[src/rtl/core/sss_pkg.sv]
// Shared types and constants for the stride share scheduler.
// Used by every module of the block; depends on nothing.
`timescale 1ns / 1ps

package sss_pkg;

	localparam int SLOTS      = 16;
	localparam int SLOT_W     = $clog2(SLOTS);
	localparam int ID_W       = 5;
	localparam int KIND_W     = 2;
	localparam int SHARE_W    = 7;
	localparam int STRIDE_ONE = 100000;
	localparam int STEP_W     = $clog2(STRIDE_ONE + 1);
	localparam int PASS_W     = 31;
	localparam int FULL_SHARE = 100;
	localparam int SUM_W      = $clog2(SLOTS * 127 + 1);
	localparam int CNT_W      = $clog2(SLOTS + 1);
	localparam int DCNT_W     = $clog2(STEP_W + 1);

	localparam logic [PASS_W-1:0] PASS_LIMIT = {PASS_W{1'b1}};

	typedef enum logic [KIND_W-1:0] {
		REQ_START = 2'd0,
		REQ_END   = 2'd1,
		REQ_RATE  = 2'd2,
		REQ_SCHED = 2'd3
	} req_kind_t;

	typedef enum logic [1:0] {
		SCAN_NONE,
		SCAN_SUM,
		SCAN_MIN,
		SCAN_REBASE
	} scan_op_t;

	typedef enum logic [2:0] {
		SLOT_NONE,
		SLOT_START,
		SLOT_END,
		SLOT_RELEASE,
		SLOT_SET
	} slot_op_t;

	typedef enum logic [1:0] {
		DIV_NONE,
		DIV_RATE,
		DIV_LEFT,
		DIV_EACH
	} div_op_t;

	typedef enum logic [3:0] {
		ST_IDLE,
		ST_DECODE,
		ST_RATE_WAIT,
		ST_RD_SCAN,
		ST_RD_TOTAL,
		ST_RD_WAIT_LEFT,
		ST_RD_DIV_EACH,
		ST_RD_WAIT_EACH,
		ST_RD_APPLY,
		ST_SC_SCAN,
		ST_SC_CHECK,
		ST_SC_REBASE,
		ST_SC_ADV,
		ST_DONE
	} state_t;

	typedef struct packed {
		logic     load;
		logic     idx_clr;
		logic     acc_clr;
		scan_op_t scan;
		slot_op_t slot;
		div_op_t  div;
		logic     latch_total;
		logic     each_clr;
		logic     each_load;
		logic     apply_share;
		logic     advance;
		logic     reject;
	} dp_cmd_t;

	typedef struct packed {
		req_kind_t kind;
		logic      range_ok;
		logic      rate_reject;
		logic      rate_noop;
		logic      rate_release;
		logic      idx_last;
		logic      div_busy;
		logic      cnt_ok;
		logic      pick_vld;
		logic      overflow;
	} dp_stat_t;

endpackage

[src/rtl/core/sss_div.sv]
// Restoring divider, one quotient bit per cycle.
// Depends on sss_pkg for widths.
`timescale 1ns / 1ps

module sss_div (
	input  logic                       clk,
	input  logic                       arst_n,
	input  logic                       start,
	input  logic [sss_pkg::STEP_W-1:0]  dividend,
	input  logic [sss_pkg::SHARE_W-1:0] divisor,
	output logic                       busy,
	output logic [sss_pkg::STEP_W-1:0]  quotient
);

	logic                        busy_q;
	logic [sss_pkg::DCNT_W-1:0]  cnt_q;
	logic [sss_pkg::STEP_W-1:0]  qd_q;
	logic [sss_pkg::SHARE_W-1:0] rem_q;
	logic [sss_pkg::SHARE_W-1:0] dvs_q;
	logic [sss_pkg::SHARE_W:0]   rem_sh;
	logic                        ge;
	logic [sss_pkg::SHARE_W-1:0] rem_nx;

	always_comb begin
		rem_sh = {rem_q, qd_q[sss_pkg::STEP_W-1]};
		ge     = rem_sh >= {1'b0, dvs_q};
		rem_nx = ge ? sss_pkg::SHARE_W'(rem_sh - {1'b0, dvs_q})
			: rem_sh[sss_pkg::SHARE_W-1:0];
	end

	always_ff @(posedge clk or negedge arst_n) begin
		if (!arst_n) begin
			busy_q <= 1'b0;
			cnt_q  <= '0;
		end else if (start) begin
			busy_q <= 1'b1;
			cnt_q  <= '0;
		end else if (busy_q) begin
			cnt_q <= cnt_q + 1'b1;
			if (cnt_q == sss_pkg::DCNT_W'(sss_pkg::STEP_W - 1))
				busy_q <= 1'b0;
		end
	end

	always_ff @(posedge clk) begin
		if (start) begin
			qd_q  <= dividend;
			rem_q <= '0;
			dvs_q <= divisor;
		end else if (busy_q) begin
			qd_q  <= {qd_q[sss_pkg::STEP_W-2:0], ge};
			rem_q <= rem_nx;
		end
	end

	assign busy     = busy_q;
	assign quotient = qd_q;

endmodule

[src/rtl/core/sss_dp.sv]
// Datapath: slot table, scan index, accumulators, result registers.
// Depends on sss_pkg and sss_div.
`timescale 1ns / 1ps

module sss_dp (
	input  logic                        clk,
	input  logic                        arst_n,
	input  logic [sss_pkg::KIND_W-1:0]  req_type,
	input  logic [sss_pkg::ID_W-1:0]    client_id,
	input  logic [sss_pkg::SHARE_W-1:0] rate_percent,
	input  sss_pkg::dp_cmd_t            cmd,
	output sss_pkg::dp_stat_t           stat,
	output logic                        status,
	output logic [sss_pkg::ID_W-1:0]    chosen_client
);

	logic [sss_pkg::KIND_W-1:0]  kind_q;
	logic [sss_pkg::ID_W-1:0]    id_q;
	logic [sss_pkg::SHARE_W-1:0] n_q;

	logic [sss_pkg::SLOTS-1:0]   live_q, rsv_q, run_q;
	logic [sss_pkg::SHARE_W-1:0] share_q [sss_pkg::SLOTS];
	logic [sss_pkg::STEP_W-1:0]  step_q  [sss_pkg::SLOTS];
	logic [sss_pkg::PASS_W-1:0]  pass_q  [sss_pkg::SLOTS];
	logic [sss_pkg::SHARE_W-1:0] total_q;

	logic [sss_pkg::SLOT_W-1:0]  idx_q;
	logic [sss_pkg::SUM_W-1:0]   sum_q;
	logic [sss_pkg::CNT_W-1:0]   cnt_q;
	logic [sss_pkg::SHARE_W-1:0] each_q;
	logic [sss_pkg::SLOT_W-1:0]  pick_q;
	logic                        pick_vld_q;
	logic                        rebased_q;
	logic [sss_pkg::PASS_W-1:0]  base_q;
	logic                        status_q;
	logic [sss_pkg::ID_W-1:0]    chosen_q;

	logic                        live_s, rsv_s;
	logic [sss_pkg::SHARE_W-1:0] share_s;
	logic [sss_pkg::PASS_W-1:0]  pass_s;
	logic [sss_pkg::SHARE_W:0]   ask_sum, ask_lim;
	logic [sss_pkg::SHARE_W-1:0] left;
	logic [sss_pkg::PASS_W:0]    adv_sum;
	logic                        div_start, div_busy;
	logic [sss_pkg::STEP_W-1:0]  dvd, quo;
	logic [sss_pkg::SHARE_W-1:0] dvs;

	always_comb begin
		live_s  = live_q[idx_q];
		rsv_s   = rsv_q[idx_q];
		share_s = share_q[idx_q];
		pass_s  = pass_q[idx_q];
		ask_sum = {1'b0, total_q} + {1'b0, n_q};
		ask_lim = (sss_pkg::SHARE_W+1)'(sss_pkg::FULL_SHARE) + {1'b0, share_s};
		left    = (sum_q <= sss_pkg::SUM_W'(sss_pkg::FULL_SHARE))
			? sss_pkg::SHARE_W'(sss_pkg::SUM_W'(sss_pkg::FULL_SHARE) - sum_q) : '0;
		// pick's own pass is zero once rebased
		adv_sum = {1'b0, (rebased_q ? sss_pkg::PASS_W'(0) : base_q)}
			+ (sss_pkg::PASS_W+1)'(step_q[pick_q]);

		stat.kind         = sss_pkg::req_kind_t'(kind_q);
		stat.range_ok     = (id_q != '0) && (id_q <= sss_pkg::ID_W'(sss_pkg::SLOTS));
		stat.rate_reject  = !live_s
			|| (rsv_s && (n_q != '0) && (ask_sum > ask_lim))
			|| (!rsv_s && ((n_q > sss_pkg::SHARE_W'(sss_pkg::FULL_SHARE))
				|| (ask_sum > (sss_pkg::SHARE_W+1)'(sss_pkg::FULL_SHARE))));
		stat.rate_noop    = !rsv_s && (n_q == '0);
		stat.rate_release = rsv_s && (n_q == '0);
		stat.idx_last     = idx_q == sss_pkg::SLOT_W'(sss_pkg::SLOTS - 1);
		stat.div_busy     = div_busy;
		stat.cnt_ok       = (cnt_q != '0) && (left >= sss_pkg::SHARE_W'(cnt_q));
		stat.pick_vld     = pick_vld_q;
		stat.overflow     = adv_sum[sss_pkg::PASS_W];

		div_start = cmd.div != sss_pkg::DIV_NONE;
		dvd = sss_pkg::STEP_W'(sss_pkg::STRIDE_ONE);
		dvs = n_q;
		case (cmd.div)
			sss_pkg::DIV_LEFT: begin
				dvd = sss_pkg::STEP_W'(left);
				dvs = sss_pkg::SHARE_W'(cnt_q);
			end
			sss_pkg::DIV_EACH: dvs = each_q;
			default: ;
		endcase
	end

	sss_div u_div (
		.clk      (clk),
		.arst_n   (arst_n),
		.start    (div_start),
		.dividend (dvd),
		.divisor  (dvs),
		.busy     (div_busy),
		.quotient (quo)
	);

	always_ff @(posedge clk or negedge arst_n) begin
		if (!arst_n) begin
			live_q     <= '0;
			rsv_q      <= '0;
			run_q      <= '0;
			total_q    <= '0;
			idx_q      <= '0;
			sum_q      <= '0;
			cnt_q      <= '0;
			pick_vld_q <= 1'b0;
			pick_q     <= '0;
			base_q     <= '0;
			rebased_q  <= 1'b0;
			for (int i = 0; i < sss_pkg::SLOTS; i++) begin
				share_q[i] <= '0;
				step_q[i]  <= '0;
				pass_q[i]  <= '0;
			end
		end else begin
			if (cmd.load)
				idx_q <= sss_pkg::SLOT_W'(client_id - sss_pkg::ID_W'(1));
			if (cmd.acc_clr) begin
				sum_q      <= '0;
				cnt_q      <= '0;
				pick_vld_q <= 1'b0;
				rebased_q  <= 1'b0;
			end

			unique case (cmd.slot)
				sss_pkg::SLOT_START, sss_pkg::SLOT_END: begin
					live_q[idx_q]  <= cmd.slot == sss_pkg::SLOT_START;
					rsv_q[idx_q]   <= 1'b0;
					run_q[idx_q]   <= cmd.slot == sss_pkg::SLOT_START;
					share_q[idx_q] <= '0;
					step_q[idx_q]  <= '0;
				end
				sss_pkg::SLOT_RELEASE: begin
					rsv_q[idx_q]  <= 1'b0;
					pass_q[idx_q] <= '0;
				end
				sss_pkg::SLOT_SET: begin
					rsv_q[idx_q]   <= 1'b1;
					share_q[idx_q] <= n_q;
					step_q[idx_q]  <= quo;
					if (rsv_s)
						pass_q[idx_q] <= '0;
				end
				default: ;
			endcase

			case (cmd.scan)
				sss_pkg::SCAN_SUM: begin
					if (live_s && rsv_s) begin
						sum_q        <= sum_q + sss_pkg::SUM_W'(share_s);
						run_q[idx_q] <= 1'b1;
					end else if (live_s) begin
						cnt_q <= cnt_q + 1'b1;
					end
				end
				sss_pkg::SCAN_MIN: begin
					if (live_s && run_q[idx_q] && (!pick_vld_q || pass_s < base_q)) begin
						pick_vld_q <= 1'b1;
						pick_q     <= idx_q;
						base_q     <= pass_s;
					end
				end
				sss_pkg::SCAN_REBASE: begin
					rebased_q <= 1'b1;
					if (live_s)
						pass_q[idx_q] <= (pass_s >= base_q) ? pass_s - base_q : '0;
				end
				default: ;
			endcase
			if (cmd.idx_clr)
				idx_q <= '0;
			else if (cmd.scan != sss_pkg::SCAN_NONE)
				idx_q <= idx_q + 1'b1;

			if (cmd.latch_total)
				total_q <= sum_q[sss_pkg::SHARE_W-1:0];

			if (cmd.apply_share) begin
				for (int i = 0; i < sss_pkg::SLOTS; i++) begin
					if (live_q[i] && !rsv_q[i]) begin
						share_q[i] <= each_q;
						run_q[i]   <= each_q != '0;
						if (each_q != '0)
							step_q[i] <= quo;
					end
				end
			end

			if (cmd.advance)
				pass_q[pick_q] <= adv_sum[sss_pkg::PASS_W] ? sss_pkg::PASS_LIMIT
					: adv_sum[sss_pkg::PASS_W-1:0];
		end
	end

	// request and result payload
	always_ff @(posedge clk) begin
		if (cmd.load) begin
			kind_q   <= req_type;
			id_q     <= client_id;
			n_q      <= rate_percent;
			status_q <= 1'b0;
			chosen_q <= '0;
		end
		if (cmd.each_clr)
			each_q <= '0;
		else if (cmd.each_load)
			each_q <= quo[sss_pkg::SHARE_W-1:0];
		if (cmd.reject)
			status_q <= 1'b1;
		if (cmd.advance)
			chosen_q <= sss_pkg::ID_W'(pick_q) + sss_pkg::ID_W'(1);
	end

	assign status        = status_q;
	assign chosen_client = chosen_q;

	a_total_bounded: assert property (@(posedge clk) disable iff (!arst_n)
		total_q <= sss_pkg::SHARE_W'(sss_pkg::FULL_SHARE))
		else $error("reserved total above full share");
	a_advance_has_pick: assert property (@(posedge clk) disable iff (!arst_n)
		cmd.advance |-> (pick_vld_q && !adv_sum[sss_pkg::PASS_W]))
		else $error("pass advanced without a valid pick");
	a_apply_div_idle: assert property (@(posedge clk) disable iff (!arst_n)
		cmd.apply_share |-> !div_busy)
		else $error("shares applied while a division runs");

endmodule

[src/rtl/core/sss_ctrl.sv]
// Controller state machine sequencing datapath commands.
// Depends on sss_pkg.
`timescale 1ns / 1ps

module sss_ctrl (
	input  logic              clk,
	input  logic              arst_n,
	input  logic              start,
	input  sss_pkg::dp_stat_t stat,
	output sss_pkg::dp_cmd_t  cmd,
	output logic              busy,
	output logic              done
);

	sss_pkg::state_t state_q, state_nx;

	always_ff @(posedge clk or negedge arst_n) begin
		if (!arst_n)
			state_q <= sss_pkg::ST_IDLE;
		else
			state_q <= state_nx;
	end

	always_comb begin
		state_nx = state_q;
		cmd      = '0;
		done     = 1'b0;
		busy     = state_q != sss_pkg::ST_IDLE;
		unique case (state_q)
			sss_pkg::ST_IDLE: begin
				if (start) begin
					cmd.load = 1'b1;
					state_nx = sss_pkg::ST_DECODE;
				end
			end
			sss_pkg::ST_DECODE: begin
				if (stat.kind == sss_pkg::REQ_SCHED) begin
					cmd.idx_clr = 1'b1;
					cmd.acc_clr = 1'b1;
					state_nx    = sss_pkg::ST_SC_SCAN;
				end else if (!stat.range_ok) begin
					cmd.reject = 1'b1;
					state_nx   = sss_pkg::ST_DONE;
				end else if (stat.kind == sss_pkg::REQ_RATE) begin
					if (stat.rate_reject) begin
						cmd.reject = 1'b1;
						state_nx   = sss_pkg::ST_DONE;
					end else if (stat.rate_noop) begin
						state_nx = sss_pkg::ST_DONE;
					end else if (stat.rate_release) begin
						cmd.slot    = sss_pkg::SLOT_RELEASE;
						cmd.idx_clr = 1'b1;
						cmd.acc_clr = 1'b1;
						state_nx    = sss_pkg::ST_RD_SCAN;
					end else begin
						cmd.div  = sss_pkg::DIV_RATE;
						state_nx = sss_pkg::ST_RATE_WAIT;
					end
				end else begin
					cmd.slot    = (stat.kind == sss_pkg::REQ_START) ? sss_pkg::SLOT_START
						: sss_pkg::SLOT_END;
					cmd.idx_clr = 1'b1;
					cmd.acc_clr = 1'b1;
					state_nx    = sss_pkg::ST_RD_SCAN;
				end
			end
			sss_pkg::ST_RATE_WAIT: begin
				if (!stat.div_busy) begin
					cmd.slot    = sss_pkg::SLOT_SET;
					cmd.idx_clr = 1'b1;
					cmd.acc_clr = 1'b1;
					state_nx    = sss_pkg::ST_RD_SCAN;
				end
			end
			sss_pkg::ST_RD_SCAN: begin
				cmd.scan = sss_pkg::SCAN_SUM;
				if (stat.idx_last)
					state_nx = sss_pkg::ST_RD_TOTAL;
			end
			sss_pkg::ST_RD_TOTAL: begin
				cmd.latch_total = 1'b1;
				if (stat.cnt_ok) begin
					cmd.div  = sss_pkg::DIV_LEFT;
					state_nx = sss_pkg::ST_RD_WAIT_LEFT;
				end else begin
					cmd.each_clr = 1'b1;
					state_nx     = sss_pkg::ST_RD_APPLY;
				end
			end
			sss_pkg::ST_RD_WAIT_LEFT: begin
				if (!stat.div_busy) begin
					cmd.each_load = 1'b1;
					state_nx      = sss_pkg::ST_RD_DIV_EACH;
				end
			end
			sss_pkg::ST_RD_DIV_EACH: begin
				cmd.div  = sss_pkg::DIV_EACH;
				state_nx = sss_pkg::ST_RD_WAIT_EACH;
			end
			sss_pkg::ST_RD_WAIT_EACH: begin
				if (!stat.div_busy)
					state_nx = sss_pkg::ST_RD_APPLY;
			end
			sss_pkg::ST_RD_APPLY: begin
				cmd.apply_share = 1'b1;
				state_nx        = sss_pkg::ST_DONE;
			end
			sss_pkg::ST_SC_SCAN: begin
				cmd.scan = sss_pkg::SCAN_MIN;
				if (stat.idx_last)
					state_nx = sss_pkg::ST_SC_CHECK;
			end
			sss_pkg::ST_SC_CHECK: begin
				if (!stat.pick_vld) begin
					state_nx = sss_pkg::ST_DONE;
				end else if (stat.overflow) begin
					cmd.idx_clr = 1'b1;
					state_nx    = sss_pkg::ST_SC_REBASE;
				end else begin
					state_nx = sss_pkg::ST_SC_ADV;
				end
			end
			sss_pkg::ST_SC_REBASE: begin
				cmd.scan = sss_pkg::SCAN_REBASE;
				if (stat.idx_last)
					state_nx = sss_pkg::ST_SC_ADV;
			end
			sss_pkg::ST_SC_ADV: begin
				cmd.advance = 1'b1;
				state_nx    = sss_pkg::ST_DONE;
			end
			sss_pkg::ST_DONE: begin
				done     = 1'b1;
				state_nx = sss_pkg::ST_IDLE;
			end
			default: state_nx = sss_pkg::ST_IDLE;
		endcase
	end

	a_done_then_free: assert property (@(posedge clk) disable iff (!arst_n)
		done |=> !busy)
		else $error("busy held after result");
	a_take_sets_busy: assert property (@(posedge clk) disable iff (!arst_n)
		(start && !busy) |=> busy)
		else $error("request transfer did not raise busy");
	a_div_only_idle: assert property (@(posedge clk) disable iff (!arst_n)
		(cmd.div != sss_pkg::DIV_NONE) |-> !stat.div_busy)
		else $error("divider restarted while busy");

endmodule

[src/rtl/core/stride_share_scheduler.sv]
// Top level of the stride share scheduler.
// Depends on sss_pkg, sss_ctrl, sss_dp (which holds sss_div).
//
// Usage: a request (req_type, client_id, rate_percent) transfers on a
// rising edge with start high and busy low. busy stays high until the
// result has been shown. The result (status, chosen_client) is valid for
// exactly one cycle while done is high; the receiver cannot stall it, so
// it must sample on that edge.
// Work per request kind, from request transfer to done:
//   schedule, no pass overflow         one 16-slot min scan
//   schedule with pass rebase          plus an extra 16-slot rebase sweep
//   start, end, rate release           16-slot share scan plus two
//                                      divisions (none if no share)
//   rate reservation                   as above plus a third division for
//                                      the stride
//   rejected or no-op requests         decode only
// One request is in flight at a time; a new one is taken only once busy
// has dropped. The slot scans and the bit-serial divider set how long a request takes.
// After reset all slots are empty, passes and shares zero, busy low.
`timescale 1ns / 1ps

module stride_share_scheduler (
	input  logic                        clk,
	input  logic                        arst_n,
	input  logic                        start,
	output logic                        busy,
	input  logic [sss_pkg::KIND_W-1:0]  req_type,
	input  logic [sss_pkg::ID_W-1:0]    client_id,
	input  logic [sss_pkg::SHARE_W-1:0] rate_percent,
	output logic                        done,
	output logic                        status,
	output logic [sss_pkg::ID_W-1:0]    chosen_client
);

	sss_pkg::dp_cmd_t  cmd;
	sss_pkg::dp_stat_t stat;

	sss_ctrl u_ctrl (
		.clk    (clk),
		.arst_n (arst_n),
		.start  (start),
		.stat   (stat),
		.cmd    (cmd),
		.busy   (busy),
		.done   (done)
	);

	sss_dp u_dp (
		.clk           (clk),
		.arst_n        (arst_n),
		.req_type      (req_type),
		.client_id     (client_id),
		.rate_percent  (rate_percent),
		.cmd           (cmd),
		.stat          (stat),
		.status        (status),
		.chosen_client (chosen_client)
	);

endmodule

[config.mk]
export PLATFORM = sky130hd
export DESIGN_NAME = stride_share_scheduler
export DESIGN_NICKNAME = d
export VERILOG_FILES = /design/src/rtl/core/sss_pkg.sv /design/src/rtl/core/sss_div.sv /design/src/rtl/core/sss_dp.sv /design/src/rtl/core/sss_ctrl.sv /design/src/rtl/core/stride_share_scheduler.sv
export SDC_FILE = /design/constraint.sdc
export NUM_CORES = 2
export LEC_CHECK = 0
export BUFFER_PORTS_ARGS = -buffer_cell sky130_fd_sc_hd__buf_2
export CAP_MARGIN = 30
export CORE_MARGIN = 1.5
export CORE_UTILIZATION = 25
export DETAILED_ROUTE_END_ITERATION = 16
export GPL_TIMING_DRIVEN = 1
export PLACE_DENSITY_LB_ADDON = 0.12
export SYNTH_ARGS = -nofsm -noshare
export SYNTH_HDL_FRONTEND = slang
export SYNTH_SLANG_ARGS = --single-unit
[constraint.sdc]
create_clock -name clk -period 7.2 [get_ports clk]
set_input_delay 1.44 -clock clk [delete_from_list [all_inputs] [get_ports clk]]
set_output_delay 1.44 -clock clk [all_outputs]
set_load 0.005 [all_outputs]
==> Word level (Yosys, flattened, before mapping) <==
Index checks and enable logic that the tools add are counted.
{ "op_classes": {"n_addsub": 12, "n_mul": 0, "n_div": 0, "order_cmp": 15, "eq_ne": 33, "shifts": 0, "muxes": 196, "bitwise_logic": 12, "reduce_logical": 72} }
{ "ops": {"columns": ["op", "n"], "rows": [
  ["$mux 496", 4],
  ["$bwmux 496", 2],
  ["$pmux 496 s2", 1],
  ["$mux 17", 38],
  ["$pmux 272 s2", 1],
  ["$and 496x496->496", 1],
  ["$not 496->496", 1],
  ["$and 272x272->272", 1],
  ["$bwmux 272", 1],
  ["$mux 272", 1],
  ["$not 272->272", 1],
  ["$demux 31 s4", 2],
  ["$pmux 112 s2", 1],
  ["$mux 31", 7],
  ["$mux 7", 21],
  ["$bmux 31 s4", 1],
  ["$and 112x112->112", 1],
  ["$bwmux 112", 1],
  ["$mux 112", 1],
  ["$not 112->112", 1],
  ["$bmux 17 s4", 1],
  ["$demux 17 s4", 1],
  ["$mux 16", 4],
  ["$mux 4", 16],
  ["other kinds (71)", 230]
]} }
{ "totals": {"reg_bits": 1060, "latchBits": 0, "ramBits": 0, "rom_bits": 0, "inputBits": 17, "output_inout_bits": 8, "wordCells": 411, "mem_count": 0} }

==> Depth between registers and ports, before layout <==
{ "depth": {"word_depth": 22, "depth_mapped": 20, "mapped_depth_nobuf": 17} }

==> Cells and area by module <==
Synthesis repeated with hierarchy kept, for this count alone.
{ "hier_totals": {"hier_cells": 5583, "hier_area_um2": 58931.5} }
{ "modules_own_cells": {"columns": ["module", "instances", "cells_each", "area_per_inst_um2", "seq_area_each_um2"], "rows": [
  ["sss_dp", 1, 5308, 56203.9, 25554.5],
  ["sss_div", 1, 174, 2047.0, 1011.0],
  ["sss_ctrl", 1, 101, 680.7, 100.1]
]} }

==> Worst setup path before layout <==
OpenSTA, ideal clock, no wires.
{ "synth_timing": {"path_type": "register -> register", "startpoint": "register u_dp.idx_q[0] (netlist bit)", "endpoint": "register u_dp.base_q[24] (netlist bit)", "setup_ps": 125, "t_arrival_ps": 5122, "required_time_ps": 7075, "path_slack_ps": 1953, "stages_incl_launch_ff": 17, "n_path_buf": 5, "synth_period_minus_slack_ps": 5247, "path_cell_list": "dfrtp_1 buf_4 buf_6 buf_2 buf_1 mux4_2 mux4_2 ha_1 o21ai_1 a2111oi_2 o21ai_1 o21ai_2 or3_1 a41oi_1 o2111ai_2 buf_4 mux2_2"} }
{ "synth_between": {"elab_chain_cells": 8, "word_cells_on_any_way": 13, "classes_between": "order compare: 1; mux: 7; bitwise: 1; reduce/logical: 4"} }
{ "synth_lines": {"columns": ["item", "line_no", "source"], "rows": [
  ["start, declared", "sss_dp.sv:27", "logic [sss_pkg::SLOT_W-1:0] idx_q;"],
  ["start signal, assigned", "sss_dp.sv:118", "idx_q <= sss_pkg::SLOT_W'(client_id - sss_pkg::ID_W'(1));"],
  ["start signal, assigned", "sss_dp.sv:174", "idx_q <= idx_q + 1'b1;"],
  ["$not 4->5 (not written as such)", "sss_dp.sv:52", "pass_s = pass_q[idx_q];"],
  ["$bmux 31 s4", "sss_dp.sv:52", null],
  ["$mux 31 (not written as such) (2 in a row)", "sss_dp.sv:52", null],
  ["named net u_dp.pass_s (one bit)", "sss_dp.sv:40", "logic [sss_pkg::PASS_W-1:0] pass_s;"],
  ["$lt 31x31->1", "sss_dp.sv:158", "if (live_s && run_q[idx_q] && (!pick_vld_q || pass_s < base_q)) begin"],
  ["$logic_or 1x1->1", "sss_dp.sv:158", null],
  ["$logic_and 1x1->1", "sss_dp.sv:158", null],
  ["$reduce_and 2->1 (no line)", null, null],
  ["end signal, assigned", "sss_dp.sv:161", "base_q <= pass_s;"],
  ["end, declared", "sss_dp.sv:34", "logic [sss_pkg::PASS_W-1:0] base_q;"]
]} }
The timed path passes the listed nets, and every way through them passes these cells. The select of a mux whose other input is x is not followed.
A chain may end at the register's enable or synchronous reset.

==> Worst setup path in the final report <==
{ "layout_timing": {"startpoint": "register u_dp.idx_q[0] (netlist bit)", "endpoint": "register u_dp.pass_q[442] (netlist bit)"} }
{ "layout_between": {"word_cells_on_any_way": 48, "classes_between": "add/sub: 2; order compare: 4; eq/ne: 2; mux: 27; bitwise: 3; reduce/logical: 10"} }
{ "layout_rtl": {"columns": ["item", "line_no", "source"], "rows": [
  ["$not 4->5 (not written as such) *", "sss_dp.sv:52", null],
  ["$bmux 31 s4 *", "sss_dp.sv:52", null],
  ["$mux 31 (not written as such) * (2 in a row)", "sss_dp.sv:52", null],
  ["named net u_dp.pass_s (one bit)", "sss_dp.sv:40", null],
  ["$ge 31x31->1 *", "sss_dp.sv:167", "pass_q[idx_q] <= (pass_s >= base_q) ? pass_s - base_q : '0;"],
  ["$mux 31 *", "sss_dp.sv:167", null],
  ["$bwmux 496 *", "sss_dp.sv:167", null],
  ["$mux 496 *", "sss_dp.sv:166", "if (live_s)"],
  ["$mux 496 *", "sss_dp.sv:148", "case (cmd.scan)"],
  ["$bwmux 496", "sss_dp.sv:191", "pass_q[pick_q] <= adv_sum[sss_pkg::PASS_W] ? sss_pkg::PASS_LIMIT"],
  ["$mux 496 *", "sss_dp.sv:190", "if (cmd.advance)"],
  ["end signal, assigned by index", "sss_dp.sv:167", null],
  ["end signal, assigned by index", "sss_dp.sv:191", null],
  ["end, declared", "sss_dp.sv:24", "logic [sss_pkg::PASS_W-1:0] pass_q [sss_pkg::SLOTS];"]
]} }
The timed path passes the listed nets; every way through them passes the cells marked *. The select of a mux whose other input is x is not followed.

==> flow_summary.yaml <==
critical_path:
  slowest_stage: "nor4_4"
  cp_top_family: "compound AO/OA/AOI/OAI gates"
  end_kind: "register"
  path_cells: "buf_12, mux4_2, mux4_2, ha_1, nand3_1, a2111oi_2, o21ai_1, o21ai_2, nor4_4, buf_4, nor4_4, a221oi_1, a31oi_1"
  cp.required_ps: 7890
  startpoint_type: "register"
  path_buf_inv: 2
  ff2ff_path_depth: 13
  critPathMaxFanout: 26
  slowest_delay_ps: 960
  crit_type: "register to register"
  arrival_ps: 6670
  path_depth: 13
sta:
  finClkSkew_ps: 38.7
  rsz0062_at_grt: "false"
  hold_viol_final: 0
  finalSetupTns_ps: 0
  post-route-min-period_ps: 5980
  drv_slew: 0
  slew_headroom_pct: 25.4
  clock.fmax_ghz: 0.167
  worstMarginPinSlew_ps: 1120
  setup_viol: 0
  post-route-period-util_pct: 83.1
clock_network:
  hold_buffers: 0
  cts_buffers: 133
  htree_levels: 4
  cts.sinks: 1060
  post_cts_resized: 0
  clock_latency_ps: 800
  clockBufferDepth: 3
  cts_tree: "built"
  root_buffer: "clkbuf_16"
  path_clk_slew_ps: 60
  cts_setup_buffers: 0
routing:
  dr_wl_met3_um: 17800
  topRoutingLayerUsed: "met5"
  postRouteAntennaNets: 0
  wire_per_inst_um: 31.5
  vias: 47000
  route.met2.wl_um: 113000
  first_iter_violations: 5651
  via_per_inst: 5.82
  firstDrtPassIters: 9
  m1WireLength_um: 115000
  wirelength_um: 254000
  drc: 0
logic_synthesis:
  async_flop_share_pct: 94.5
  synth.area.mux_share_pct: 12.9
  synth_ff_type: "dfrtp_1"
  ys_seq_area_share_pct: 47.0
  synth_cell_types: 95
  synth_top_family_by_area: "compound AO/OA/AOI/OAI gates"
  avgSynthCellArea_um2: 11.1
  synth-adder-area-share_pct: 2.31
  ys_warn_count: 0
  synth_edf_count: 43
  synthSimpleGateAreaFrac_pct: 7.90
  synth_compound_area_share_pct: 23.9
  synth_xor_area_share_pct: 0.895
  syn_area_mm2: 0.0568
  postSynthCellCount: 5098
  synth_fp_nets: 5217
  synth-seq-cells: 1060
placed_design:
  portBuffers: 24
  dp_hpwl_um: 157000
  place_congestion: 0.868
  place_area_mm2: 0.0614
die:
  die_x_um: 479
  coreArea_mm2: 0.225
  num_rows: 174
  fp.dieH_um: 479
  io_pins: 25
  die-area_mm2: 0.230
  start_util_pct: 25.2
global_routing:
  antenna_found_initial: 9
  grt-ovfl-total: 0
  grtUsageTotal_pct: 21.7
  grt_pass1_wl_um: 364000
  grt_max_degree: 142
  grt_pass1_vias: 46500
finish:
  fin_util_pct: 29.2
  drive_above_1_share_pct: 18.6
  fin_nets: 5089
  area_growth_syn_to_layout_pct: 15.9
  final_area_mm2: 0.0658
pwr:
  ir_drop_v: 0.000568
  p_per_area_mw_per_mm2: 524
  p_leak_nw: 28.4
run_status:
  status: "finished clean"
min_path:
  hold_path_class: "register to register"
  holdPathStages: 2
run:
  cap_violations: 0
[sequential cells by signal (all words and copies together), names as in the netlist, 11 cells and up, named ones only]
| signal | count |
|---|---|
| u_dp.pass_q | 496 |
| u_dp.base_q | 31 |
| u_dp.run_q | 16 |
| u_dp.live_q | 16 |
| u_dp.sum_q | 11 |
| u_dp.step_q | 272 |
| u_dp.u_div.quotient | 17 |
| u_dp.share_q | 112 |
[through the flow]
step	cells	total power, mW	setup WS [ps]	hold slack (ps)
4_1_cts	8065	34.4	1250	493
3_3_place_gp	7794	27.1	1210	477
3_5_place_dp	7824	27.5	1230	476
2_1_floorplan	5098	20.3	1950	457
6_report	8069	34.5	1220	488
5_1_grt	8068	36.2	929	501
[synth_stat cells (97+ instances only)]
master | number | share of area [%]
inv_1 | 183 | 1.2
a221oi_1 | 358 | 5.5
mux4_2 | 288 | 11
a22o_1 | 279 | 4.3
a31oi_1 | 106 | 1.2
nand2_1 | 244 | 1.6
dfrtp_1 | 1002 | 44
nor2_1 | 236 | 1.6
clkbuf_1 | 373 | 2.5
a21oi_1 | 527 | 4.6
nand3_1 | 124 | 1.1
o21ai_0 | 144 | 1.3
ha_1 | 97 | 2.1
[power by group]
| group | switching [mW] | internal, mW | total [mW] |
|---|---|---|---|
| clock network | 2.88 | 3.91 | 6.79 |
| logic | 12.5 | 6.27 | 18.7 |
| registers | 1.52 | 7.41 | 8.94 |
| total | 16.9 | 17.6 | 34.5 |
[cell families (layout without fill, tap and decap cells)]
family	after synthesis	count (layout)
adders and majority gates	102	102
AOI/OAI and AO/OA	1893	1893
muxes	365	365
other	0	1
DFF	1060	1060
xor gates and xnor gates	58	58
and+or+nand+nor	896	896
buffers and inverters	724	702
[layout make-up]
| type | instances | area, um^2 |
|---|---|---|
| repair buffers | 276 | 2580 |
| flip-flops and latches | 1060 | 26700 |
| clock inverters | 28 | 233 |
| clock buffers | 213 | 4060 |
| well taps | 2992 | 3740 |
| fillers | 23200 | 160000 |
| multi-input cells | 3314 | 27800 |
| inverters | 185 | 694 |
| diodes | 1 | 2.50 |
[worst paths after layout]
check,startpoint,end,slack (ps)
setup / recovery,u_dp.idx_q[0],u_dp.pass_q[442],1220
max in group asynchronous,arst_n,u_dp.pass_q[476],4700
setup reg to reg,u_dp.idx_q[0],u_dp.pass_q[442],1220
hold reg to reg,u_dp.u_div.rem_q[1],u_dp.u_div.rem_q[1],490
min in group asynchronous,arst_n,u_dp.step_q[112],710
hold / removal,u_dp.u_div.rem_q[1],u_dp.u_div.rem_q[1],490
[placed cells by master (no fill, tap or decap), types with 24 or more instances in the layout]
cell	synthesis	final
a21o_1	44	44
a21oi_1	527	508
a221oi_1	358	358
a222oi_1	91	91
a22o_1	279	279
a22oi_1	73	70
a31oi_1	106	106
and2_1	34	34
buf_2	82	24
buf_4	12	200
clkbuf_1	373	45
clkbuf_16	0	140
clkbuf_8	0	29
dfrtp_1	1002	995
edfxtp_1	43	43
ha_1	97	97
inv_1	183	183
mux2_2	42	42
mux2i_1	35	35
mux4_2	288	288
nand2_1	244	244
nand3_1	124	124
nand4_1	30	30
nor2_1	236	207
nor2_4	0	27
nor2b_1	26	26
nor3_1	35	31
nor3_2	24	28
nor4_1	24	24
o211ai_1	40	40
o21a_1	49	49
o21ai_0	144	144
o31ai_1	25	24
xnor2_1	34	34
xor2_1	24	24
[metal layers]
layer	vias to the layer above	global-route usage (%)
met3	435	4.27
met4	6	6.64
met5	-	0
met2	1987	32.7
met1	24800	31.1
li1	19700	-
[worst reg2reg max path: stages (launching register included)]
cell and delay, ps:
dfrtp_4 870, buf_12 340, mux4_2 620, mux4_2 540
ha_1 430, nand3_1 150, a2111oi_2 440, o21ai_1 190
o21ai_2 530, nor4_4 110, buf_4 270, nor4_4 990
a221oi_1 240, a31oi_1 200
No activity file was read; power rests on OpenSTA's default activity.
